`src/rtl/core/skrs_pkg.sv`:
```
`timescale 1ns / 1ps
`default_nettype none

package skrs_pkg;

  localparam int unsigned RSSI_W    = 8;
  localparam int unsigned FIX_W     = 16;
  localparam int unsigned CFG_IDX_W = 2;

  typedef logic [CFG_IDX_W-1:0] cfg_idx_t;

  localparam cfg_idx_t REG_PROCESS_NOISE     = 2'd0;
  localparam cfg_idx_t REG_MEASUREMENT_NOISE = 2'd1;

endpackage

`default_nettype wire

```
`src/rtl/core/scalar_kalman_rssi_smoother.sv`:
```
`timescale 1ns / 1ps
`default_nettype none

// One-dimensional Kalman smoother for RSSI samples. Each input transfer carries a raw
// sample in whole dBm and produces one output transfer with the filtered estimate in
// signed fixed point (FRAC_BITS fraction bits). The first sample after reset or after a
// write to a noise register seeds the estimate and goes from ST_PREP straight to ST_DONE.
// Every later sample passes through ST_PREP, ST_DIV and ST_MUL: the gain comes
// from a restoring divider that yields one quotient bit per cycle, and both products
// (estimate step and variance scaling) run through shift-add multipliers that consume
// one gain bit per cycle. One sample is in flight at a time; a new sample is taken while
// the previous result still waits on the output. Registers are written only while idle;
// a write of zero to a noise register selects its default (q = 0.5, r = 4.0).
module scalar_kalman_rssi_smoother #(
  parameter int unsigned FRAC_BITS = 8,
  parameter int unsigned GAIN_BITS = 16
) (
  input  wire                        clk_i,
  input  wire                        rst_ni,
  input  wire                        s_axis_tvalid,
  output logic                       s_axis_tready,
  input  wire  [skrs_pkg::RSSI_W-1:0] s_axis_tdata,   // [7:0] rssi_sample
  output logic                       m_axis_tvalid,
  input  wire                        m_axis_tready,
  output logic [skrs_pkg::FIX_W-1:0] m_axis_tdata,    // [15:0] smoothed_rssi
  input  wire                        cfg_valid_i,
  output logic                       cfg_ready_o,
  input  wire  [skrs_pkg::CFG_IDX_W-1:0] cfg_index_i,
  input  wire  [skrs_pkg::FIX_W-1:0] cfg_data_i
);

  import skrs_pkg::*;

  localparam int unsigned SW = RSSI_W + FRAC_BITS;
  localparam int unsigned CW = $clog2(GAIN_BITS);
  localparam logic [FIX_W-1:0] DEF_Q   = FIX_W'(32'd1 << (FRAC_BITS - 1));
  localparam logic [FIX_W-1:0] DEF_R   = FIX_W'(32'd4 << FRAC_BITS);
  localparam logic [FIX_W-1:0] ONE_FIX = FIX_W'(32'd1 << FRAC_BITS);
  localparam logic [CW-1:0]    CNT_LAST = CW'(GAIN_BITS - 1);

  typedef enum logic [2:0] {
    ST_IDLE,
    ST_PREP,
    ST_DIV,
    ST_MUL,
    ST_DONE
  } state_e;

  state_e                 state_q;
  logic [FIX_W-1:0]       q_noise_q, r_noise_q;
  logic signed [FIX_W-1:0] est_q, samp_q;
  logic [FIX_W-1:0]       var_q, v_q, mag_q;
  logic                   primed_q, neg_q, seen_q, gzero_q;
  logic [FIX_W:0]         den_q, rem_q;
  logic [GAIN_BITS-1:0]   gain_q;
  logic [CW-1:0]          cnt_q;
  logic [FIX_W:0]         acc_e_q, acc_v_q;
  logic                   m_valid_q;
  logic [FIX_W-1:0]       m_data_q;

  logic signed [SW-1:0]   samp_wide;
  logic signed [FIX_W-1:0] samp_fix;
  logic [FIX_W-1:0]       q_eff, r_eff, v_new;
  logic [FIX_W:0]         v_sum;
  logic signed [FIX_W:0]  diff;
  logic [FIX_W+1:0]       rem2;
  logic                   rem_ge;
  logic [FIX_W:0]         rem_d;
  logic [GAIN_BITS-1:0]   gain_d;
  logic                   mul_last, gbit, gbit_n;
  logic [FIX_W+1:0]       sum_e, sum_v;
  logic [FIX_W:0]         acc_e_d, acc_v_d;
  logic signed [FIX_W+1:0] est_ext;
  logic signed [FIX_W-1:0] est_new;
  logic                   out_free;

  assign samp_wide = {{FRAC_BITS{s_axis_tdata[RSSI_W-1]}}, s_axis_tdata} << FRAC_BITS;

  always_comb begin
    if (samp_wide > 32767) begin
      samp_fix = 16'sh7FFF;
    end else if (samp_wide < -32768) begin
      samp_fix = 16'sh8000;
    end else begin
      samp_fix = FIX_W'(samp_wide);
    end
  end

  assign q_eff = (q_noise_q == '0) ? DEF_Q : q_noise_q;
  assign r_eff = (r_noise_q == '0) ? DEF_R : r_noise_q;
  assign v_sum = {1'b0, var_q} + {1'b0, q_eff};
  assign v_new = v_sum[FIX_W] ? '1 : v_sum[FIX_W-1:0];
  assign diff  = {samp_q[FIX_W-1], samp_q} - {est_q[FIX_W-1], est_q};

  assign rem2   = {rem_q, 1'b0};
  assign rem_ge = rem2 >= {1'b0, den_q};
  assign rem_d  = rem_ge ? (FIX_W+1)'(rem2 - {1'b0, den_q}) : rem2[FIX_W:0];
  assign gain_d = {gain_q[GAIN_BITS-2:0], rem_ge};

  // LSB-first multipliers; the variance path negates the gain on the fly
  assign mul_last = (cnt_q == CNT_LAST);
  assign gbit     = gain_q[0];
  assign gbit_n   = seen_q ? ~gbit : gbit;
  assign sum_e    = {1'b0, acc_e_q} + (gbit ? {2'b00, mag_q} : '0)
                    + {{(FIX_W+1){1'b0}}, mul_last};
  assign sum_v    = {1'b0, acc_v_q} + (gbit_n ? {2'b00, v_q} : '0)
                    + {{(FIX_W+1){1'b0}}, mul_last};
  assign acc_e_d  = sum_e[FIX_W+1:1];
  assign acc_v_d  = sum_v[FIX_W+1:1];

  always_comb begin
    if (neg_q) begin
      est_ext = {{2{est_q[FIX_W-1]}}, est_q} - {1'b0, acc_e_d};
    end else begin
      est_ext = {{2{est_q[FIX_W-1]}}, est_q} + {1'b0, acc_e_d};
    end
    if (est_ext > 32767) begin
      est_new = 16'sh7FFF;
    end else if (est_ext < -32768) begin
      est_new = 16'sh8000;
    end else begin
      est_new = est_ext[FIX_W-1:0];
    end
  end

  assign out_free      = !m_valid_q || m_axis_tready;
  assign s_axis_tready = (state_q == ST_IDLE) && !cfg_valid_i;
  assign cfg_ready_o   = (state_q == ST_IDLE);
  assign m_axis_tvalid = m_valid_q;
  assign m_axis_tdata  = m_data_q;

  always_ff @(posedge clk_i or negedge rst_ni) begin
    if (!rst_ni) begin
      state_q   <= ST_IDLE;
      q_noise_q <= DEF_Q;
      r_noise_q <= DEF_R;
      est_q     <= '0;
      var_q     <= ONE_FIX;
      primed_q  <= 1'b0;
      samp_q    <= '0;
      v_q       <= '0;
      mag_q     <= '0;
      neg_q     <= 1'b0;
      den_q     <= '0;
      rem_q     <= '0;
      gain_q    <= '0;
      cnt_q     <= '0;
      acc_e_q   <= '0;
      acc_v_q   <= '0;
      seen_q    <= 1'b0;
      gzero_q   <= 1'b0;
      m_valid_q <= 1'b0;
      m_data_q  <= '0;
    end else begin
      if (m_valid_q && m_axis_tready && (state_q != ST_DONE)) begin
        m_valid_q <= 1'b0;
      end
      unique case (state_q)
        ST_IDLE: begin
          if (cfg_valid_i) begin
            unique case (cfg_index_i)
              REG_PROCESS_NOISE: begin
                q_noise_q <= cfg_data_i;
                est_q     <= '0;
                var_q     <= ONE_FIX;
                primed_q  <= 1'b0;
              end
              REG_MEASUREMENT_NOISE: begin
                r_noise_q <= cfg_data_i;
                est_q     <= '0;
                var_q     <= ONE_FIX;
                primed_q  <= 1'b0;
              end
              default: begin
              end
            endcase
          end else if (s_axis_tvalid) begin
            samp_q  <= samp_fix;
            state_q <= ST_PREP;
          end
        end
        ST_PREP: begin
          if (!primed_q) begin
            est_q    <= samp_q;
            var_q    <= r_eff;
            primed_q <= 1'b1;
            state_q  <= ST_DONE;
          end else begin
            v_q     <= v_new;
            den_q   <= {1'b0, v_new} + {1'b0, r_eff};
            rem_q   <= {1'b0, v_new};
            neg_q   <= diff[FIX_W];
            mag_q   <= diff[FIX_W] ? FIX_W'(-diff) : diff[FIX_W-1:0];
            cnt_q   <= '0;
            state_q <= ST_DIV;
          end
        end
        ST_DIV: begin
          rem_q  <= rem_d;
          gain_q <= gain_d;
          if (cnt_q == CNT_LAST) begin
            gzero_q <= (gain_d == '0);
            acc_e_q <= '0;
            acc_v_q <= '0;
            seen_q  <= 1'b0;
            cnt_q   <= '0;
            state_q <= ST_MUL;
          end else begin
            cnt_q <= cnt_q + 1'b1;
          end
        end
        ST_MUL: begin
          acc_e_q <= acc_e_d;
          acc_v_q <= acc_v_d;
          seen_q  <= seen_q | gbit;
          gain_q  <= gain_q >> 1;
          cnt_q   <= cnt_q + 1'b1;
          if (mul_last) begin
            est_q   <= est_new;
            var_q   <= gzero_q ? v_q : acc_v_d[FIX_W-1:0];
            state_q <= ST_DONE;
          end
        end
        ST_DONE: begin
          if (out_free) begin
            m_valid_q <= 1'b1;
            m_data_q  <= est_q;
            state_q   <= ST_IDLE;
          end
        end
        default: state_q <= ST_IDLE;
      endcase
    end
  end

  a_accept_starts: assert property (@(posedge clk_i) disable iff (!rst_ni)
    (state_q == ST_IDLE && s_axis_tvalid && !cfg_valid_i) |=> (state_q == ST_PREP))
    else $error("accepted sample did not start processing");

  a_rem_below_den: assert property (@(posedge clk_i) disable iff (!rst_ni)
    (state_q == ST_DIV) |-> (rem_q < den_q))
    else $error("divider remainder out of range");

  a_var_shrinks: assert property (@(posedge clk_i) disable iff (!rst_ni)
    (state_q == ST_MUL && mul_last) |=> (var_q <= v_q))
    else $error("updated variance exceeds predicted variance");

  a_out_from_done: assert property (@(posedge clk_i) disable iff (!rst_ni)
    $rose(m_valid_q) |-> ($past(state_q) == ST_DONE))
    else $error("output raised outside the done state");

endmodule

`default_nettype wire

```
`config.mk`:
```
export PLATFORM = sky130hd
export DESIGN_NAME = scalar_kalman_rssi_smoother
export DESIGN_NICKNAME = d
export VERILOG_FILES = /design/src/rtl/core/skrs_pkg.sv /design/src/rtl/core/scalar_kalman_rssi_smoother.sv
export SDC_FILE = /design/constraint.sdc
export NUM_CORES = 1
export LEC_CHECK = 0
export BUFFER_PORTS_ARGS = -buffer_cell sky130_fd_sc_hd__buf_4
export CORE_AREA = 4 4 165 167
export DETAILED_ROUTE_END_ITERATION = 7
export DIE_AREA = 0 0 169 171
export PLACE_DENSITY = 0.76
export SLEW_MARGIN = 20
export SYNTH_ARGS = -nofsm -noshare
export SYNTH_HDL_FRONTEND = slang
export SYNTH_SLANG_ARGS = --single-unit
```
`constraint.sdc`:
```
create_clock -name clk_i -period 6.6 [get_ports clk_i]
set_input_delay 0.66 -clock clk_i [delete_from_list [all_inputs] [get_ports clk_i]]
set_output_delay 0.66 -clock clk_i [all_outputs]
set_load 0.1 [all_outputs]
```
==> impl_metrics.json, run 1 <==
{
  "status": "finished, final reports clean",
  "syn_area_um2": 15200,
  "wirelength_mm": 39.4,
  "yosys_most_used_dff": "dfrtp_1",
  "critPathSlowestCell": "nor4_1",
  "final_cell_mix": "dfrtp_1 (213), nand2_1 (209), o21ai_0 (146)",
  "crit_path_end_kind": "flop",
  "max_slew_margin": 0.324,
  "rsz0062_at_grt": "no",
  "dieHeight_um": 171,
  "hold-worst-slack_ns": 0.172,
  "final_antenna_net_count": 0,
  "post-dp-hpwl_mm": 29.2,
  "grt_overflow": 0,
  "diodes": 0,
  "synth_edf_count": 0,
  "initial_core_util": 0.589,
  "timing.final.crit_share": 0.921,
  "via_per_inst": 6.16,
  "max_clock_freq_mhz": 164,
  "htreeDepth": 1,
  "async_flop_share": 1.00,
  "final_common_cell": "dfrtp_1",
  "synthDistinctLibCells": 92,
  "grt_use_total": 0.275,
  "pin_count": 50,
  "cp_top_family": "compound AO/OA/AOI/OAI gates",
  "synth_area_leaders": "dfrtp_1 (35%), ha_1 (9.2%), nand2_1 (5.2%), o21ai_0 (4.8%), xnor2_1 (3.5%)",
  "finalCriticalPeriod_ns": 6.08,
  "final_nets": 1866,
  "clockBufferDepth": 3,
  "area_growth_pct": 8.90,
  "crit_arrival_ns": 6.45,
  "drc": 0,
  "io_buffers": 49,
  "worst_r2r_endpoint": "est_q[9]",
  "insertion_delay_ns": 0.54,
  "grt_pass1_vias": 12426,
  "rr_worst_depth": 23,
  "cp_num_cells": 23,
  "critPathMaxStageDelay_ns": 0.46,
  "drv_cap": 0,
  "setup_viol": 0,
  "yosysTopAreaCell": "dfrtp_1",
  "wl_per_cell_um": 19.0,
  "syn_inst": 1728,
  "syn_area_per_cell_um2": 8.78,
  "cts_tree": "yes",
  "coreArea_um2": 25800,
  "worst_ep_required_time_ns": 6.97,
  "slew_viol_final": 0,
  "cts.sinks": 216,
  "dieArea_um2": 28900,
  "antenna_found_initial": 0,
  "path_buf_inv": 1,
  "skew_ns": 0.0194,
  "vias": 12761,
  "grt_pass1_wl_mm": 65.2,
  "rr_startpoint": "mag_q[0]",
  "min_path_type": "input port to async pin",
  "crit_chain": "and2_1 > ha_1 > a41o_1 > inv_1 > fa_1 > nor2b_1 > o211ai_1 > a21oi_1 > xor2_1 > or3_1 > nor4_1 > nor2_1 > xnor2_1 > ha_1 > nor2b_1 > o21a_1 > o21ai_0 > o211ai_1 > a221o_1 > a21oi_1 > xnor3_2 > nand3_2 > o221ai_1",
  "yosysWarningCount": 0,
  "final_core_util": 0.642,
  "cts_buffers": 25,
  "yosysSeqAreaShare": 0.356,
  "cts.clk_slew.worst_paths_ns": 0.06,
  "dr.first_iter.drc_count": 1147,
  "setup-tns-final_ns": 0,
  "cts_hold_buf": 0,
  "gp_congestion": 0.897,
  "crit_fanout": 13,
  "drive_gt1_frac": 0.114,
  "die_width_um": 169,
  "num_rows": 59,
  "grt_max_degree": 104,
  "hold_viol_final": 0,
  "firstDrtPassIters": 5,
  "crit_type": "flop to flop",
  "syn_nets": 1877,
  "cp-start-kind": "flop",
  "synth_top_area_share": 0.351,
  "ys_ff_latch": 216,
  "worst_pin_slew_ns": 1.01,
  "root_buffer": "clkbuf_16",
  "reg2reg_slack_ns": 0.52
}
synth_stat cells (6+ instances only):
cell / n
dfrtp_1: 213
nand2_1: 210
o21ai_0: 146
nor2_1: 124
ha_1: 112
clkbuf_1: 94
inv_1: 85
a21oi_1: 80
xnor2_1: 60
mux2_2: 46
xor2_1: 45
and2_1: 39
nor3_1: 36
mux2i_1: 35
o211ai_1: 29
nand3_1: 28
a21o_1: 21
o21a_1: 19
nor4_1: 18
or3_1: 18
nor2b_1: 15
a22o_1: 14
a21boi_0: 13
a31oi_1: 13
and3_1: 13
nand2b_1: 13
a211oi_1: 12
o31ai_1: 10
a221oi_1: 8
nand3b_1: 8
nand4_1: 8
buf_2: 7
o221ai_1: 7
o22ai_1: 7
fa_1: 6
nor3b_1: 6
o21ai_1: 6
worst max-delay path by stage:
stage                            start  slack, ns   endpoint
after global routing      q_noise_q[0]       0.02  den_q[14]
after CTS                     mag_q[0]       0.33  est_q[11]
final                         mag_q[0]       0.52   est_q[9]
after detailed placement      mag_q[0]       0.38  est_q[11]
after floorplan              gain_q[0]       0.77   est_q[8]
after global placement        mag_q[0]       0.52  est_q[14]
metal layers:
metal / track usage / share of wire / vias up
met5: 0 / 0 / -
met4: 0.0525 / 0.016 / 0
met3: 0.0582 / 0.079 / 51
met2: 0.408 / 0.42 / 427
met1: 0.420 / 0.48 / 6164
li1: - / - / 6119
logic make-up after synthesis:
group | after synthesis | synth area share
xor+xnor | 107 | 0.0632
fa+ha+maj | 118 | 0.100
flops | 216 | 0.356
compound gates | 454 | 0.199
mux | 81 | 0.0572
buf+inv | 192 | 0.0488
simple gates | 560 | 0.175
sequential cells by signal, summed over array words and instances (netlist names), 3 cells and up:
signal	count
acc_v_q	17
est_q	16
acc_e_q	17
var_q	16
rem_q	17
v_q	16
cnt_q	4
den_q	17
q_noise_q	16
m_axis_tdata	16
gain_q	16
state_q	3
samp_q	8
mag_q	16
r_noise_q	16
area by class of cell:
class,count,area (µm²)
Sequential cell,216,5410
Clock inverter,10,86.3
Tap cell,335,419
Multi-Input combinational cell,1320,9040
Fill cell,2109,9240
Clock buffer,36,717
Timing Repair Buffer,69,538
Inverter,85,319
timing repair:
| action | 4_1_cts | 5_1_grt |
|---|---|---|
| buffers inserted | 0 | 1 |
| resized for setup | 0 | 1 |
| setup endpoints to repair | 0 | 17 |
metrics by stage:
step	std cells	cell area, µm²	setup WS [ns]
floorplan	1728	15200	0.771
global placement	2024	15700	0.522
detailed placement	2024	15700	0.379
CTS	2070	16500	0.334
global route	2071	16500	0.0160
finish	2071	16500	0.520
worst register-to-register path, stage by stage (launching register included):
cell and delay, ns:
dfrtp_1 0.38, and2_1 0.16, ha_1 0.27, a41o_1 0.24
inv_1 0.07, fa_1 0.39, nor2b_1 0.21, o211ai_1 0.17
a21oi_1 0.21, xor2_1 0.15, or3_1 0.45, nor4_1 0.46
nor2_1 0.10, xnor2_1 0.15, ha_1 0.34, nor2b_1 0.17
o21a_1 0.16, o21ai_0 0.15, o211ai_1 0.17, a221o_1 0.33
a21oi_1 0.26, xnor3_2 0.45, nand3_2 0.30, o221ai_1 0.19
Power of run 1 is not shown: default switching activity piles up to over one toggle a cycle in this logic, so the estimate is an artifact.
==> inputs of run 2 (changes only) <==
- RECOVER_POWER: unset -> 50
==> run 2 against run 1 <==
  * Largest cell class unchanged
  * Critical path type unchanged
  * Highest routed layer unchanged
  * Via count fell by 0.20%
  * The flow now finishes with violations (max-capacitance violations, max-slew violations)
  * Final cell count is the same
  * Sequential share of layout area is essentially flat
==> impl_metrics.json, run 2 (same netlist as run 1, synthesis figures left out) <==
{
  "crit_path_end_kind": "flop",
  "diodes": 0,
  "max_clock_freq_mhz": 165,
  "finalCriticalPeriod_ns": 6.07,
  "io_buffers": 49,
  "setup_viol": 0,
  "rsz0062_at_grt": "no",
  "max_slew_margin": -2.65,
  "coreArea_um2": 25800,
  "pin_count": 50,
  "final_common_cell": "dfrtp_1",
  "area_growth_pct": 8.80,
  "cts.sinks": 216,
  "hold_viol_final": 0,
  "drive_gt1_frac": 0.113,
  "rr_startpoint": "mag_q[0]",
  "final_cell_mix": "dfrtp_1 (213), nand2_1 (209), o21ai_0 (146)",
  "crit_chain": "and2_1 > ha_1 > a41o_1 > inv_1 > fa_1 > nor2b_1 > o211ai_1 > a21oi_1 > xor2_1 > or3_1 > nor4_1 > nor2_1 > xnor2_1 > ha_1 > nor2b_1 > o21a_1 > o21ai_0 > o211ai_1 > a221o_1 > a21oi_1 > xnor3_2 > nand3_2 > o221ai_1",
  "fillerInstances": 2112,
  "clockBufferDepth": 3,
  "die_width_um": 169,
  "skew_ns": 0.0192,
  "cp_num_cells": 23,
  "final_core_util": 0.641,
  "initial_core_util": 0.589,
  "cts_tree": "yes",
  "multi_input_area_um2": 9040,
  "finalWorstSetupSlack_ns": 0.526,
  "cp-start-kind": "flop",
  "violations": "max-capacitance violations, max-slew violations",
  "dr.first_iter.drc_count": 1056,
  "grt_use_total": 0.275,
  "final_nets": 1866,
  "grt_overflow": 0,
  "worst_r2r_endpoint": "est_q[9]",
  "htreeDepth": 1,
  "wl_per_cell_um": 19.0,
  "status": "finished, violations left",
  "path_buf_inv": 1,
  "vias": 12736,
  "crit_type": "flop to flop",
  "rr_worst_depth": 23,
  "setup-tns-final_ns": 0,
  "dp_slack_ns": 0.379,
  "firstDrtPassIters": 5,
  "gr-usage-met3": 0.0582,
  "worst_pin_slew_ns": 5.48,
  "critPathMaxStageDelay_ns": 0.45,
  "crit_path_start": "mag_q[0]",
  "dieHeight_um": 171,
  "gp_congestion": 0.897,
  "grt_pass1_wl_mm": 65.2,
  "fin_cells": 2071,
  "post-dp-hpwl_mm": 29.2,
  "drv_cap": 1,
  "drc": 0,
  "seq_area_um2": 5410,
  "slew_viol_final": 104,
  "antenna_found_initial": 0,
  "dieArea_um2": 28900,
  "crit_arrival_ns": 6.44,
  "critPathSlowestCell": "or3_1",
  "grt_use_met2": 0.408,
  "worst_ep_required_time_ns": 6.97,
  "grt_use_met1": 0.420,
  "endpoint": "est_q[9]",
  "timing.final.crit_share": 0.920,
  "crit_fanout": 13,
  "cts.clk_slew.worst_paths_ns": 0.06,
  "dp.cells": 2024,
  "grt_max_degree": 104,
  "cts_hold_buf": 0,
  "final_antenna_net_count": 0,
  "root_buffer": "clkbuf_16",
  "min_path_type": "input port to flop",
  "via_per_inst": 6.15,
  "reg2reg_slack_ns": 0.53,
  "cts_buffers": 25,
  "insertion_delay_ns": 0.54,
  "num_rows": 59,
  "grt_pass1_vias": 12426,
  "busiest_layer": "met1",
  "cp_top_family": "compound AO/OA/AOI/OAI gates",
  "wirelength_mm": 39.4
}
-- run 2: cell count changes in the layout (fill, tap and decap cells not counted), sizes merged --
cell / change
clkbuf: +4
buf: -4
-- run 2: worst min path at each step --
| stage | startpoint | to | slack, ns | depth (start not counted) |
|---|---|---|---|---|
| 2_1_floorplan | rst_ni | acc_e_q[0] | 0.36 | 0 |
| 3_3_place_gp | gain_q[15] | gain_q[15] | 0.45 | 2 |
| 5_1_grt | cfg_data_i[6] | r_noise_q[6] | 0.36 | 2 |
| 4_1_cts | rst_ni | est_q[13] | 0.20 | 1 |
| 6_report | cfg_data_i[1] | q_noise_q[1] | 0.36 | 3 |
| 3_5_place_dp | mag_q[6] | mag_q[6] | 0.46 | 2 |
-- run 2: worst register-to-register path, delay by kind of cell, from the launching register on --
family | cells | cell delay [ns]
AO/OA/AOI/OAI | 9 | 1.89
AND/OR/NAND/NOR | 7 | 1.84
adder cells (fa/ha/maj) | 3 | 1.00
XOR/XNOR | 3 | 0.75
flip-flops | 1 | 0.38
buffers and inverters | 1 | 0.07
-- run 2: final cells by class --
| cell class | count | share of cell area |
|---|---|---|
| Clock buffer | 36 | 0.0434 |
| Clock inverter | 10 | 0.00523 |
| Inverter | 85 | 0.0193 |
| Multi-Input combinational cell | 1320 | 0.547 |
| Sequential cell | 216 | 0.328 |
| Tap cell | 335 | 0.0254 |
| Timing Repair Buffer | 69 | 0.0317 |
-- run 2: routing by layer --
metal,wire length (µm),vias to the layer above
met4,622,0
met2,16800,409
met1,19100,6172
li1,-,6103
met5,0,-
met3,2920,52
-- run 2: timing repair --
item,4_1_cts,5_1_grt
resized for setup,0,1
setup endpoints to repair,0,17
buffers inserted,0,1
-- run 2: per-stage QoR --
step,instance area [µm²],hold slack [ns]
after floorplan,15200,0.364
after global placement,15700,0.452
after detailed placement,15700,0.463
after CTS,16500,0.204
after global routing,16500,0.359
final,16500,0.356
Power of run 2 is left out for the same reason.
==> inputs of run 3 (changes only) <==
- CTS_CLUSTER_SIZE: unset -> 40
- RECOVER_POWER: 50 -> unset
==> run 3 against run 2 <==
  * The flow now finishes without violations
  * Maximum frequency increased by 0.19%
  * Worst hold slack got worse by 0.18 ns
  * Via count about the same
  * Non-clock buffer count did not move
  * Register-to-register slack about the same
  * Global-route usage is the same
  * Routed wire length grew 0.17%
==> impl_metrics.json, run 3 (same netlist as run 1, synthesis figures left out) <==
{
  "coreArea_um2": 25800,
  "wirelength_mm": 39.5,
  "hold_viol_final": 0,
  "die_width_um": 169,
  "crit_path_end_kind": "flop",
  "cts.clk_slew.worst_paths_ns": 0.06,
  "drive_gt1_frac": 0.114,
  "rsz0062_at_grt": "no",
  "grt_pass1_wl_mm": 65.2,
  "htreeDepth": 1,
  "status": "finished, final reports clean",
  "dp.cells": 2024,
  "firstDrtPassIters": 5,
  "final_core_util": 0.642,
  "grt_pass1_vias": 12426,
  "insertion_delay_ns": 0.54,
  "crit_arrival_ns": 6.43,
  "wl_met2_mm": 16.8,
  "drc": 0,
  "cp_top_family": "compound AO/OA/AOI/OAI gates",
  "io_buffers": 49,
  "final_common_cell": "dfrtp_1",
  "crit_type": "flop to flop",
  "final_antenna_net_count": 0,
  "top_layer_used": "met4",
  "dieArea_um2": 28900,
  "critPathMaxStageDelay_ns": 0.46,
  "wl_met1_mm": 19.1,
  "drv_cap": 0,
  "crit_fanout": 13,
  "grt_max_degree": 104,
  "critPathSlowestCell": "nor4_1",
  "gp_congestion": 0.897,
  "cts_hold_buf": 0,
  "wl_per_cell_um": 19.1,
  "worst_pin_slew_ns": 1.04,
  "fin_cells": 2071,
  "max_slew_margin": 0.308,
  "initial_core_util": 0.589,
  "final_nets": 1866,
  "dr.first_iter.drc_count": 1089,
  "grt_overflow": 0,
  "final_cell_mix": "dfrtp_1 (213), nand2_1 (209), o21ai_0 (146)",
  "timing.final.crit_share": 0.919,
  "cts.sinks": 216,
  "setup-tns-final_ns": 0,
  "skew_ns": 0.0202,
  "design_area_um2": 16500,
  "cts_buffers": 25,
  "cts_tree": "yes",
  "diodes": 0,
  "area_growth_pct": 8.90,
  "crit_path_start": "mag_q[0]",
  "crit_chain": "and2_1 > ha_1 > a41o_1 > inv_1 > fa_1 > nor2b_1 > o211ai_1 > a21oi_1 > xor2_1 > or3_1 > nor4_1 > nor2_1 > xnor2_1 > ha_1 > nor2b_1 > o21a_1 > o21ai_0 > o211ai_1 > a221o_1 > a21oi_1 > xnor3_2 > nand3_2 > o221ai_1",
  "antenna_found_initial": 0,
  "via_per_inst": 6.15,
  "worst_ep_required_time_ns": 6.97,
  "setup_viol": 0,
  "num_rows": 59,
  "rr_startpoint": "mag_q[0]",
  "cp-start-kind": "flop",
  "root_buffer": "clkbuf_16",
  "slew_viol_final": 0,
  "pin_count": 50,
  "dieHeight_um": 171,
  "grt_use_total": 0.275,
  "min_path_type": "input port to async pin",
  "placed_cell_area_um2": 15700,
  "vias": 12732,
  "met3_length_mm": 3.05,
  "finalCriticalPeriod_ns": 6.06,
  "clockBufferDepth": 3,
  "max_clock_freq_mhz": 165,
  "path_buf_inv": 1,
  "post-dp-hpwl_mm": 29.2
}
## run 3: metal layers
layer	track usage	vias up
met5	0	-
met4	0.0525	0
met3	0.0582	45
met2	0.408	383
met1	0.420	6194
li1	-	6110
## run 3: final timing paths
path / endpoint / slack (ns) / cells past startpoint
worst max-delay path: est_q[9] / 0.54 / 23
worst min-delay path: samp_q[8] / 0.18 / 1
worst max register to register: est_q[9] / 0.54 / 23
worst min register to register: mag_q[6] / 0.48 / 2
max in group asynchronous: acc_v_q[16] / 5.13 / 2
min in group clk_i: q_noise_q[1] / 0.35 / 3
## run 3: per-stage QoR
stage          hold WS, ns  worst slack, ns
6_report             0.178            0.537
5_1_grt              0.231           0.0160
4_1_cts              0.204            0.334
3_5_place_dp         0.463            0.379
3_3_place_gp         0.452            0.522
2_1_floorplan        0.364            0.771
## run 3: what timing repair did
item                       4_1_cts  5_1_grt
resized for setup                0        1
setup endpoints to repair        0       17
setup buffers                    0        1
## run 3: area by class of cell
type                            instances  area [µm²]
Clock buffer                           36         717
Clock inverter                         10        86.3
Fill cell                            2109        9240
Inverter                               85         319
Multi-Input combinational cell       1320        9040
Sequential cell                       216        5410
Tap cell                              335         419
Timing Repair Buffer                   69         538
Power of run 3 is left out for the same reason.
